**src/rtl/tsem_pkg.sv**
```systemverilog
package tsem_pkg;

	localparam int COORD_W    = 20;
	localparam int REG_W      = 9;
	localparam int CFG_IDX_W  = 2;
	localparam int CFG_DATA_W = 9;

	localparam logic [CFG_IDX_W-1:0] CFG_WIDTH  = 2'd0;
	localparam logic [CFG_IDX_W-1:0] CFG_HEIGHT = 2'd1;
	localparam logic [CFG_IDX_W-1:0] CFG_METHOD = 2'd2;
	localparam logic [CFG_IDX_W-1:0] CFG_EDGE   = 2'd3;

	localparam logic [1:0] METH_NEAREST  = 2'd0;
	localparam logic [1:0] METH_BILINEAR = 2'd1;
	localparam logic [1:0] METH_BICUBIC  = 2'd2;

	localparam logic [1:0] EDGE_ZERO   = 2'd0;
	localparam logic [1:0] EDGE_CLAMP  = 2'd1;
	localparam logic [1:0] EDGE_REPEAT = 2'd2;

	localparam logic OP_WRITE  = 1'b0;
	localparam logic OP_SAMPLE = 1'b1;

	typedef struct packed {
		logic                      operation;
		logic signed [COORD_W-1:0] coord_x;
		logic signed [COORD_W-1:0] coord_y;
		logic [7:0]                red;
		logic [7:0]                green;
		logic [7:0]                blue;
		logic [7:0]                alpha;
	} in_item_t;

	typedef struct packed {
		logic [7:0] out_red;
		logic [7:0] out_green;
		logic [7:0] out_blue;
		logic [7:0] out_alpha;
	} out_item_t;

	typedef struct packed {
		logic       start;
		logic [1:0] method;
	} filt_ctrl_t;

endpackage

```
**src/rtl/tsem_wrap.sv**
```systemverilog
module tsem_wrap #(
	parameter int CRW   = 14,
	parameter int DIM_W = 9
) (
	input  logic                  clk,
	input  logic                  arst_n,
	input  logic                  start,
	input  logic signed [CRW-1:0] ax,
	input  logic signed [CRW-1:0] ay,
	input  logic [DIM_W-1:0]      dx,
	input  logic [DIM_W-1:0]      dy,
	output logic                  done,
	output logic [DIM_W-1:0]      rem_x,
	output logic [DIM_W-1:0]      rem_y
);
	import tsem_pkg::*;

	localparam int CNT_W = $clog2(CRW + 1);

	logic             run_q, done_q, negx_q, negy_q;
	logic [CNT_W-1:0] cnt_q;
	logic [CRW-1:0]   magx_q, magy_q;
	logic [DIM_W-1:0] rx_q, ry_q;
	logic [DIM_W:0]   tx, ty;

	// restoring remainder, one bit per cycle for both axes
	assign tx = {rx_q, magx_q[CRW-1]};
	assign ty = {ry_q, magy_q[CRW-1]};

	always_ff @(posedge clk or negedge arst_n) begin
		if (!arst_n) begin
			run_q  <= 1'b0;
			done_q <= 1'b0;
			cnt_q  <= '0;
		end else begin
			done_q <= 1'b0;
			if (start) begin
				run_q <= 1'b1;
				cnt_q <= CNT_W'(CRW);
			end else if (run_q) begin
				cnt_q <= cnt_q - 1'b1;
				if (cnt_q == CNT_W'(1)) begin
					run_q  <= 1'b0;
					done_q <= 1'b1;
				end
			end
		end
	end

	always_ff @(posedge clk) begin
		if (start) begin
			negx_q <= ax[CRW-1];
			negy_q <= ay[CRW-1];
			magx_q <= ax[CRW-1] ? CRW'(-ax) : CRW'(ax);
			magy_q <= ay[CRW-1] ? CRW'(-ay) : CRW'(ay);
			rx_q   <= '0;
			ry_q   <= '0;
		end else if (run_q) begin
			magx_q <= magx_q << 1;
			magy_q <= magy_q << 1;
			rx_q   <= (tx >= {1'b0, dx}) ? DIM_W'(tx - {1'b0, dx}) : DIM_W'(tx);
			ry_q   <= (ty >= {1'b0, dy}) ? DIM_W'(ty - {1'b0, dy}) : DIM_W'(ty);
		end
	end

	// floor modulo: a negative value with a remainder folds back from the divisor
	assign rem_x = (negx_q && rx_q != '0) ? DIM_W'(dx - rx_q) : rx_q;
	assign rem_y = (negy_q && ry_q != '0) ? DIM_W'(dy - ry_q) : ry_q;
	assign done  = done_q;

endmodule

```
**config.mk**
```make
export PLATFORM = sky130hd
export DESIGN_NAME = tsem_wrap
export DESIGN_NICKNAME = d
export VERILOG_FILES = /design/src/rtl/tsem_pkg.sv /design/src/rtl/tsem_wrap.sv
export SDC_FILE = /design/constraint.sdc
export NUM_CORES = 1
export LEC_CHECK = 0
export ABC_CLOCK_PERIOD_IN_PS = 3000
export BUFFER_PORTS_ARGS = -buffer_cell sky130_fd_sc_hd__buf_4
export CORE_MARGIN = 10
export CORE_UTILIZATION = 50
export CTS_CLUSTER_SIZE = 24
export DETAILED_ROUTE_END_ITERATION = 16
export GPL_TIMING_DRIVEN = 1
export PLACE_DENSITY = 0.71
export SKIP_LAST_GASP = 1
export SYNTH_ARGS = -nofsm -noshare
export SYNTH_HDL_FRONTEND = slang
export SYNTH_SLANG_ARGS = --single-unit
```
**constraint.sdc**
```tcl
create_clock -name clk -period 3 [get_ports clk]
set_clock_uncertainty 0.1 [all_clocks]
set_input_delay 0.45 -clock clk [delete_from_list [all_inputs] [get_ports clk]]
set_output_delay 0.45 -clock clk [all_outputs]
set_load 0.05 [all_outputs]
```
==> metrics.md <==
| Metric | Value |
|---|---|
| Synthesized netlist cell count | 522 |
| DR iter-0 viols | 151 |
| Fraction of power spent switching nets | 0.518 |
| Share of synthesized cell area in and, or, nand and nor gates | 0.155 |
| Combinational cell fraction of total power | 0.695 |
| Design Power | 5.05 mW |
| Power density over the cells | 946 nW/um2 |
| Leakage power summed over all cells | 2.41 nW |
| Flop and latch count out of synthesis | 54 |
| Largest family of logic cells by synthesized area | compound AO/OA/AOI/OAI gates |
| Result of the run | complete, no violations |
| Post-placement setup slack | 0.160 ns |
| Initial cell density of the core | 0.518 |
| Routed wire per std cell | 14.8 um |
| Site Rows | 34 |
| Root buffer selected by CTS | clkbuf_8 |
| Vias after detailed routing | 3976 |
| Cell with the largest stage delay on the worst path | fa_1 |
| Die extent in x | 116 um |
| Number of filler instances in the final layout | 789 |
| Synth Area in Adders | 0.122 |
| Number of ports placed on the die boundary | 68 |
| GR Overflow Total | 0 |
| Worst Max-Slew Pin Slew | 0.689 ns |
| Number of antenna violations at the first check in global routing | 0 |
| Source-to-sink clock delay at the later pin of the worst-skew pair | 0.32 ns |
| Kind of capture point of the worst setup path | output pin |
| Multi-input gate area | 2920 um2 |
| Chain of cells forming the critical path | ha_1 > fa_1 > nor2b_1 > o31a_1 > o21ai_1 > mux2i_1 > xor2_1 > buf_4 |
| Synth top area share | 0.197 |
| Sinks on Clock Net | 54 |
| Final routed wirelength across all metal layers | 10.3 mm |
| Final weighted congestion in routability-driven placement | 0.872 |
| Critical Path Fanout Max | 7 |
| Total nets after synthesis | 613 |
| Placed Cells incl. Taps | 687 |
| Number of buffers inserted by post-CTS setup repair | 0 |
| Critical path type | flip-flop to output pin |
| Final critical-path setup slack | 0.0588 ns |
| Part of the cycle the worst path needs | 0.980 |
| Post-route non-filler standard cell count | 696 |
| Maximum achievable frequency | 0.340 GHz |
| Tightest slew margin relative to the limit | 0.541 |
| Input/output buffers | 67 |
| Mean area per synthesized cell | 8.75 um2 |
| Ys flop type | edfxtp_1 |
| Unrepaired setup endpoints after global routing | yes |
| Share of layout cells above drive strength 1 | 0.180 |
| EDFF count, synth | 30 |
| Peak VDD IR | 0.000705 V |
| Hold WS | 0.323 ns |
| Min Clock Period, post-route | 2.94 ns |
| Final max-slew violation count | 0 |
| Pin count of the biggest net entering global routing | 72 |
| Switching component of the power | 2.62 mW |
| Number of CTS-inserted buffers | 5 |
| Via count of the first global-routing pass | 3987 |
| Class of the tightest hold or removal check | input pin to flip-flop |
| Number of inserted diodes | 0 |
| Cell Int Power | 2.43 mW |
| Clock-pin slew reported for the worst setup and hold paths after clock tree synthesis | 0.11 ns |
| Full die area | 13400 um2 |
| Number of nets in the finished design | 678 |
| Post-Synth XOR/XNOR Area | 0.0767 |
| Clock network fraction of design power | 0.087 |
| CP Data Required Time | 2.45 ns |
| Sequential Power Share | 0.217 |
| Core Area | 8810 um2 |
| Multiplexer share of the synthesized area | 0.0447 |
| Count of final hold-check violations | 0 |
| Sequential cell area | 1420 um2 |
| Cell Area, Placed | 5200 um2 |
| Fraction of the mapped netlist area in compound gates | 0.233 |
| DP Wirelength | 8.09 mm |
| Largest stage delay on the critical path | 0.42 ns |
| Area contributors post-synth | edfxtp_1 (20%), ha_1 (10%), dfxtp_1 (7.9%) |
| Sequential area share after synthesis | 0.309 |
| Buffer depth of the longest clock path | 2 |
| Signed area change from the synthesized netlist to the final layout | 16.8% |
| Netlist cell types | 61 |
| Count of synthesis-stage warnings from yosys | 0 |
| Detailed-route DRC error count | 0 |
| Number of H-tree branching levels | 2 |
| Die outline height | 116 um |
| Via-per-instance ratio | 5.71 |
| TritonCTS clock tree | built |
| Number of max-cap violations | 0 |
| Antenna-violating nets left | 0 |
| All-Layer GR Usage | 0.154 |
| Area of all placed cells without fillers | 5330 um2 |
| Mapped Area | 4570 um2 |
| Finish-stage setup viols | 0 |
| Fraction of registers with async set or reset after synthesis | 0.111 |
| Post-synth top area cell | edfxtp_1 |
| Detailed-router iteration count before antenna repair | 4 |
| Data arrival time of the critical path | 2.39 ns |
| CP Launch Type | flip-flop |
| Global-route wire length before repair | 17.4 mm |
cell families after synthesis:
kind of cell    after synthesis
flops                        54
xor+xnor                     40
simple gates                147
buf+inv                      68
fa+ha+maj                    42
mux                          20
compound gates              151
cell type report:
class,instances,area share
flip-flops and latches,54,0.266
clock buffers,5,0.0129
clock inverters,3,0.00516
inverters,51,0.0359
well taps,108,0.0253
multi-input cells,400,0.548
repair buffers,75,0.107
worst max-delay path, delay by kind of cell (launching register included):
kind	cells	cell delay, ns
flip-flops	1	0.38
XOR/XNOR	1	0.16
AO/OA/AOI/OAI	2	0.33
multiplexers	1	0.18
buffers and inverters	1	0.22
adder cells (fa/ha/maj)	2	0.63
AND/OR/NAND/NOR	1	0.18
state kept, by name (all words and copies together), names as in the netlist:
name and count:
rx_q 9, run_q 1, negy_q 1, cnt_q 4, ry_q 9, magx_q 14
negx_q 1, done 1, magy_q 14
cell usage in the layout (no fill, tap or decap), types with 6 or more instances in the layout:
cell type	n
a21oi_1	33
o21ai_0	23
buf_4	73
nor2_1	50
nor2b_1	7
mux2i_1	17
o21a_1	15
inv_1	51
a211oi_1	10
edfxtp_1	30
ha_1	37
o31ai_1	10
nand3_1	7
nand2_1	38
dfrtp_1	6
xor2_1	31
nor3_1	9
xnor2_1	9
a21o_1	9
dfxtp_1	13
through the flow:
step                utilization  setup TNS [ns]
finish                    0.606               0
global route              0.606          -0.101
CTS                       0.603               0
detailed placement        0.591               0
global placement          0.591               0
floorplan                     -         -0.0115
repair_timing:
action,4_1_cts,5_1_grt
endpoints found under the setup margin,2,8
endpoints found under the hold margin,6,0
gates resized for setup,2,8
hold buffers,1,0
metal layers:
layer,up-vias,global-route usage,share of wire
li1,2043,-,-
met2,83,0.264,0.47
met4,0,0.0346,0.0075
met5,-,0,0
met3,7,0.0331,0.049
met1,1843,0.194,0.47
synthesized netlist by cell type, drive strengths merged, types with 4 or more instances:
master / number
nand2b: 5
nand4: 4
mux2i: 17
dfxtp: 18
and3: 4
a21oi: 33
a211oi: 13
ha: 38
nor3: 9
buf: 5
a32oi: 5
o22ai: 5
o31a: 5
nand2: 38
nor4: 4
nor2: 50
o41ai: 4
edfxtp: 30
xnor2: 9
o21ai: 26
nand3: 7
dfrtp: 6
inv: 51
o21a: 15
nor2b: 7
clkbuf: 12
fa: 4
a21o: 9
xor2: 31
o31ai: 16
a211o: 4
path summary, 6_finish.rpt:
| kind | start | endpoint | slack, ns | cells past startpoint |
|---|---|---|---|---|
| worst max-delay path | rx_q[0] | rem_x[8] | 0.06 | 8 |
| worst min-delay path | ay[13] | negy_q | 0.32 | 1 |
| worst max register to register | magx_q[13] | rx_q[4] | 0.35 | 9 |
| worst min register to register | ry_q[4] | ry_q[4] | 0.44 | 2 |
| max in group asynchronous | arst_n | done | 2.30 | 2 |
| min in group asynchronous | arst_n | cnt_q[0] | 0.37 | 2 |
power groups by stage:
stage,Sequential (mW),Clock [mW],Combinational (mW)
after floorplan,1.06,0,2.70
after global placement,1.10,0,3.44
after detailed placement,1.11,0,3.48
after CTS,1.09,0.450,3.50
after global routing,1.12,0.478,3.83
final,1.10,0.442,3.51
Power figures use the tool's default switching activity.
